**src/rtl/kce_pkg.sv**
```systemverilog
`default_nettype none

package kce_pkg;

   // Default text buffer size; one character slot is kept for the terminator
   localparam int BUF_CHARS_DEF = 16;

   // Two fields: latitude and longitude
   localparam int NUM_FIELDS = 2;

   // Widths of the datapath
   localparam int KEY_W  = 4;
   localparam int CNT_W  = 4;
   localparam int POS_W  = 4;
   localparam int FMT_W  = 2;
   localparam int DIG_W  = 4;
   localparam int LAT_W  = 28;
   localparam int LON_W  = 29;
   localparam int MAG_W  = 28;
   localparam int DEG_W  = 10;  // up to three degree digits
   localparam int P1_W   = 7;   // two digits
   localparam int P2_W   = 14;  // up to four digits
   localparam int MIN_W  = 20;  // MM*10000+MMMM or MM*60+SS
   localparam int SCL_W  = 24;  // scaled numerator, halved
   localparam int FRAC_W = 21;  // fraction of a degree in microdegrees
   localparam int SUM_W  = 30;  // degrees plus fraction
   localparam int PROD_W = 2 * SCL_W;

   // Last digit position any layout reads (three degree digits plus six)
   localparam logic [POS_W-1:0] LAST_POS = POS_W'(8);

   // Key codes
   typedef logic [KEY_W-1:0] key_type;
   localparam key_type KEY_DIGIT_MAX = KEY_W'(8);
   localparam key_type KEY_TOGGLE    = KEY_W'(9);
   localparam key_type KEY_ZERO      = KEY_W'(10);
   localparam key_type KEY_DELETE    = KEY_W'(11);

   // Layout codes; the unused code reads as DMS
   typedef logic [FMT_W-1:0] fmt_type;
   localparam fmt_type FMT_DDM = FMT_W'(0);
   localparam fmt_type FMT_DD  = FMT_W'(1);
   localparam fmt_type FMT_DMS = FMT_W'(2);

   // Reciprocal constants: floor(y/3) = (y*DDM_MAGIC) >> 25, floor(y/9) = (y*DMS_MAGIC) >> 27
   localparam logic [SCL_W-1:0] DDM_MAGIC = 24'hAAAAAB;
   localparam int               DDM_SHIFT = 25;
   localparam logic [SCL_W-1:0] DMS_MAGIC = 24'hE38E39;
   localparam int               DMS_SHIFT = 27;

   localparam logic [SUM_W-1:0] UDEG_PER_DEG = SUM_W'(1000000);
   localparam logic [SUM_W-1:0] LAT_MAX_UDEG = SUM_W'(90000000);
   localparam logic [SUM_W-1:0] LON_MAX_UDEG = SUM_W'(180000000);

   // Controller states
   typedef enum logic [2:0] {
      ST_IDLE,
      ST_DIGITS,
      ST_COMBINE,
      ST_SCALE,
      ST_DIVIDE,
      ST_SUM,
      ST_OUT
   } state_type;

   // Commands from controller to datapath
   typedef struct packed {
      logic edit;
      logic step;
      logic combine;
      logic scale;
      logic divide;
      logic sum;
      logic load;
   } cmd_type;

   // Status from datapath to controller
   typedef struct packed {
      logic last_digit;
      logic out_free;
   } status_type;

   // Degree digits of a field: two for latitude, three for longitude
   function automatic logic [POS_W-1:0] deg_digits(input logic is_lon);
      return is_lon ? POS_W'(3) : POS_W'(2);
   endfunction

   // Magnitude limit of a field
   function automatic logic [SUM_W-1:0] max_udeg(input logic is_lon);
      return is_lon ? LON_MAX_UDEG : LAT_MAX_UDEG;
   endfunction

endpackage

`default_nettype wire

```
**src/rtl/kce_ctrl.sv**
```systemverilog
`default_nettype none

module kce_ctrl
   import kce_pkg::*;
(
   input  wire logic        clock,
   input  wire logic        reset,
   input  wire logic        req_valid,
   output logic             req_stall,
   input  wire status_type  status,
   output cmd_type          cmd
);

   state_type state_ff, state_in;

   // State register
   always_ff @(posedge clock) begin
      if (reset) begin
         state_ff <= ST_IDLE;
      end else begin
         state_ff <= state_in;
      end
   end

   // Next state and commands
   always_comb begin
      state_in  = state_ff;
      cmd       = '0;
      req_stall = 1'b1;
      unique case (state_ff)
         ST_IDLE: begin
            req_stall = 1'b0;
            if (req_valid) begin
               cmd.edit = 1'b1;
               state_in = ST_DIGITS;
            end
         end
         ST_DIGITS: begin
            cmd.step = 1'b1;
            if (status.last_digit) begin
               state_in = ST_COMBINE;
            end
         end
         ST_COMBINE: begin
            cmd.combine = 1'b1;
            state_in    = ST_SCALE;
         end
         ST_SCALE: begin
            cmd.scale = 1'b1;
            state_in  = ST_DIVIDE;
         end
         ST_DIVIDE: begin
            cmd.divide = 1'b1;
            state_in   = ST_SUM;
         end
         ST_SUM: begin
            cmd.sum  = 1'b1;
            state_in = ST_OUT;
         end
         ST_OUT: begin
            // hold the result until the output register is free
            if (status.out_free) begin
               cmd.load = 1'b1;
               state_in = ST_IDLE;
            end
         end
         default: begin
            state_in = ST_IDLE;
         end
      endcase
   end

endmodule

`default_nettype wire

```
**config.mk**
```make
export PLATFORM = sky130hd
export DESIGN_NAME = kce_ctrl
export DESIGN_NICKNAME = d
export VERILOG_FILES = /design/src/rtl/kce_pkg.sv /design/src/rtl/kce_ctrl.sv
export SDC_FILE = /design/constraint.sdc
export NUM_CORES = 1
export LEC_CHECK = 0
export BUFFER_PORTS_ARGS = -buffer_cell sky130_fd_sc_hd__buf_2
export CAP_MARGIN = 20
export CORE_AREA = 2 2 39 41
export DETAILED_ROUTE_END_ITERATION = 8
export DIE_AREA = 0 0 41 43
export MAX_ROUTING_LAYER = met4
export PLACE_DENSITY = 0.38
export SLEW_MARGIN = 20
export SYNTH_ARGS = -nofsm -noshare
export SYNTH_HDL_FRONTEND = slang
export SYNTH_SLANG_ARGS = --single-unit
```
**constraint.sdc**
```tcl
create_clock -name clock -period 1.3 [get_ports clock]
set_clock_uncertainty 0.1 [all_clocks]
set_input_delay 0.325 -clock clock [delete_from_list [all_inputs] [get_ports clock]]
set_output_delay 0.325 -clock clock [all_outputs]
set_load 0.05 [all_outputs]
```
==> results.md <==
- The register with the most flip-flops in the layout has 3 of them.
- The number of antenna violations at the first check in global routing is 0.
- After layout, the worst setup slack is -327 ps.
- The fraction of power spent switching nets is between 30% and 40%.
- The synthesized netlist net count is 33.
- The count of cells in the finished layout, fillers not included, comes to 70.
- The final reports fail on setup timing.
- The endpoint type of the worst setup path is a primary output.
- Along the worst path, the maximum fanout reaches 4.
- The overall die height is around 43 um.
- The footprint of the flip-flops and latches is 66.3 sq um.
- In the synthesized netlist, the number of instances is 28.
- Across all hold checks on the routed design, the worst slack comes to 183 ps.
- Setup repair after global routing could not meet its margin everywhere.
- The average routed wire per standard cell is 8.84 um.
- Clock latency on the worst-skew pair, taken at its later pin, is 230 ps.
- Sorting the synthesized cells by how often they occur yields nor2_1, dfxtp_1, o21ai_0.
- The setup TNS is -2050 ps.
- The area after detailed placement is 367 sq um.
- The net switching power is 0.175 mW.
- STA puts the critical path data required time at 880 ps.
- The count of unique library cells instantiated by Yosys is 15.
- The max-capacitance violation count is 0.
- The critical path start-end classification is flop to primary output.
- The number of I/O pins is 13.
- In the global route stage, overall resource usage came out at 8.54%.
- The largest net degree at the start of global routing is 6.
- In the finished design, the share of the clock period the worst path needs comes to 125%.
- The DRC marker count from the first detailed-route iteration is 0.
- By area the synthesized netlist is led by dfxtp_1, nor2_1, o21ai_0.
- The share of flip-flops with an asynchronous set or reset is 0%.
- The relative contribution of combinational cells to total power is 45.7%.
- Including well taps, the total number of placed cells is 64.
- The synthesized design contains 0 enable-type register cells.
- The most common cell in the synthesized netlist is nor2_1.
- The via count of the first global-routing pass is 280.
- The total die area is approximately 0.0018 sq mm.
- The die is approximately 41 um wide.
- The congestion estimate from routability-driven global placement came to 0.608.
- In this run the tool buffered the top-level ports with 12 buffer cells.
- After legalization and detailed placement, the total HPWL measured 482 um.
- The floorplan has 14 rows.
- The ratio of cells with drive above 1 in the final layout is 75.9%.
- The utilization after layout is 36.3%.
- Counting along the longest clock path gives a buffer depth of 2.
- The mean instance size in the synthesized netlist is between 7 and 8 sq um.
- The total length of routed wires is 619 um.
- The total power density per cell area is between 900 and 1000 mW/mm^2.
- STA classifies the critical path startpoint as a flop.
- The number of fill cells is between 150 and 200.
- Per report_power, the clock group accounts for 32.4% of the total.
- The leakage component of the power is 0.228 nW.
- The most common flop cell mapped by yosys is dfxtp_1.
- The master cell of the clock root buffer is clkbuf_4.
- The internal power of the cells is 0.320 mW.
- STA puts the critical path data arrival time at ~1200 ps.
- CTS built an H-tree with a depth of 1.
- The antenna diode count is 0.
- Walking the worst path, the cells encountered are or3_4 -> nor2_4 -> buf_8.
- The worst pin sits at a relative slew slack of 83.7%.
- The clock buffer count from CTS is 3.
- The number of endpoints with negative hold slack in the final report was 0.
- CTS saw 3 sinks.
- The routed design could run at a clock period as short as approximately 1600 ps.
- The total vias in the final route is 281.
- The net total in the final layout is 60.
- At the pin with the least slew margin, the transition time is 246 ps.
- The maximum clock rate is about 600 MHz.
- During synthesis, Yosys emitted a total of 0 warnings.
- The biggest area contributor in the post-synthesis netlist is dfxtp_1.
- Summed over all layers, the global routing overflow is 0.
- Setup violations remaining at the end of the flow were counted as 8.
- The remaining routing DRC violations is 0.
- The total count of max-transition violations in the final report is 0.
- The delay of the slowest cell on the worst path is 400 ps.
- The total power draw is 0.495 mW.
- In the final layout, the multi-input gates occupy 165 sq um.
- From synthesis to final layout, the design area changed by 145%.
- The run finished, with violations left.
- The path class of the tightest hold or removal check is input pin to flop.
- The critical-path cell with the highest stage delay is or3_4.
- The area inside the core boundary is 0.00138 sq mm.
- With fillers left out, the area of the finished cells amounts to 502 sq um.
- After synthesis the cells add up to 205 sq um.
- Synthesis inferred 3 register bits.
- The power share of the sequential group is 21.9%.
- The total iterations of the first detailed-routing run is 1.
- The setup slack at placement is -166 ps.
- The first global-routing pass estimated 959 um of wire.
- The clock tree from TritonCTS is done.
- The count of nets left with antenna violations once routing finished came out at 0.
- Clock-pin slew was measured on the worst setup and hold paths at 40 ps.
- state_ff holds more flip-flops than any other register.
- The hold buffer count at cts is 0.
- VDD sags by at most 0.358 mV.
- After synthesis, flip-flops and latches occupy just under 30% of the total area.
- The effective utilization at floorplan is 14.8%.
- The area fraction of the dominant cell type after synthesis is roughly 30%.
- Using the TritonRoute via totals, the vias-per-cell ratio works out to between 4 and 5.
- The largest registers in the layout are state_ff x3.
==> timing repair <==
action / in CTS / in global routing
pin swaps: 3 / 2
gates cloned: 0 / 0
endpoints found under the setup margin: 8 / 8
buffers inserted: 1 / 1
gates resized for setup: 27 / 5
==> worst max-delay path, delay by kind of cell (launching register included) <==
| family | cells | cell delay [ps] |
|---|---|---|
| buf+inv | 1 | 150 |
| flops | 1 | 320 |
| simple gates | 2 | 500 |
==> layout make-up <==
type / instances / share of cell area (%)
Clock buffer: 4 / 5.24
Inverter: 2 / 2.24
Multi-Input combinational cell: 22 / 32.9
Sequential cell: 3 / 13.2
Tap cell: 16 / 3.99
Timing Repair Buffer: 23 / 42.4
==> power by group through the flow <==
stage | Clock (mW) | Combinational [mW] | Sequential [mW]
floorplan | 0 | 0.121 | 0.109
global placement | 0 | 0.181 | 0.109
detailed placement | 0 | 0.180 | 0.109
CTS | 0.172 | 0.215 | 0.108
global route | 0.176 | 0.242 | 0.110
finish | 0.160 | 0.226 | 0.109
==> final timing paths <==
kind / from / to / slack, ps / cells after the start
setup / recovery: state_ff[0] / cmd[6] / -330 / 3
hold / removal: reset / state_ff[1] / 180 / 2
setup reg to reg: state_ff[0] / state_ff[0] / 30 / 6
hold reg to reg: state_ff[2] / state_ff[0] / 530 / 2
==> cells by family (layout without fill, tap and decap cells) <==
logic type | count (synthesis) | count (layout) | share of synthesized area [%]
AO/OA/AOI/OAI | 6 | 6 | 15.2
buffers and inverters | 3 | 29 | 9.15
flip-flops | 3 | 3 | 29.3
AND/OR/NAND/NOR | 16 | 16 | 46.3
==> layer usage <==
metal	vias up	GRT usage [%]	wire (um)
met5	-	-	0
met4	0	8.00	0
met3	0	1.57	24
met2	6	15.3	393
met1	129	6.11	201
li1	146	-	-
==> cells in the final DEF, fill, tap and decap left out, drive strengths merged <==
master,n
buf,23
nor2,5
clkbuf,4
o21ai,3
dfxtp,3
and2,2
nand2b,2
nand2,2
a21oi,2
or3,1
and3b,1
or2,1
clkinvlp,1
and2b,1
nor3b,1
inv,1
a31oi,1
Note: power is estimated with default switching activity, not from simulation.
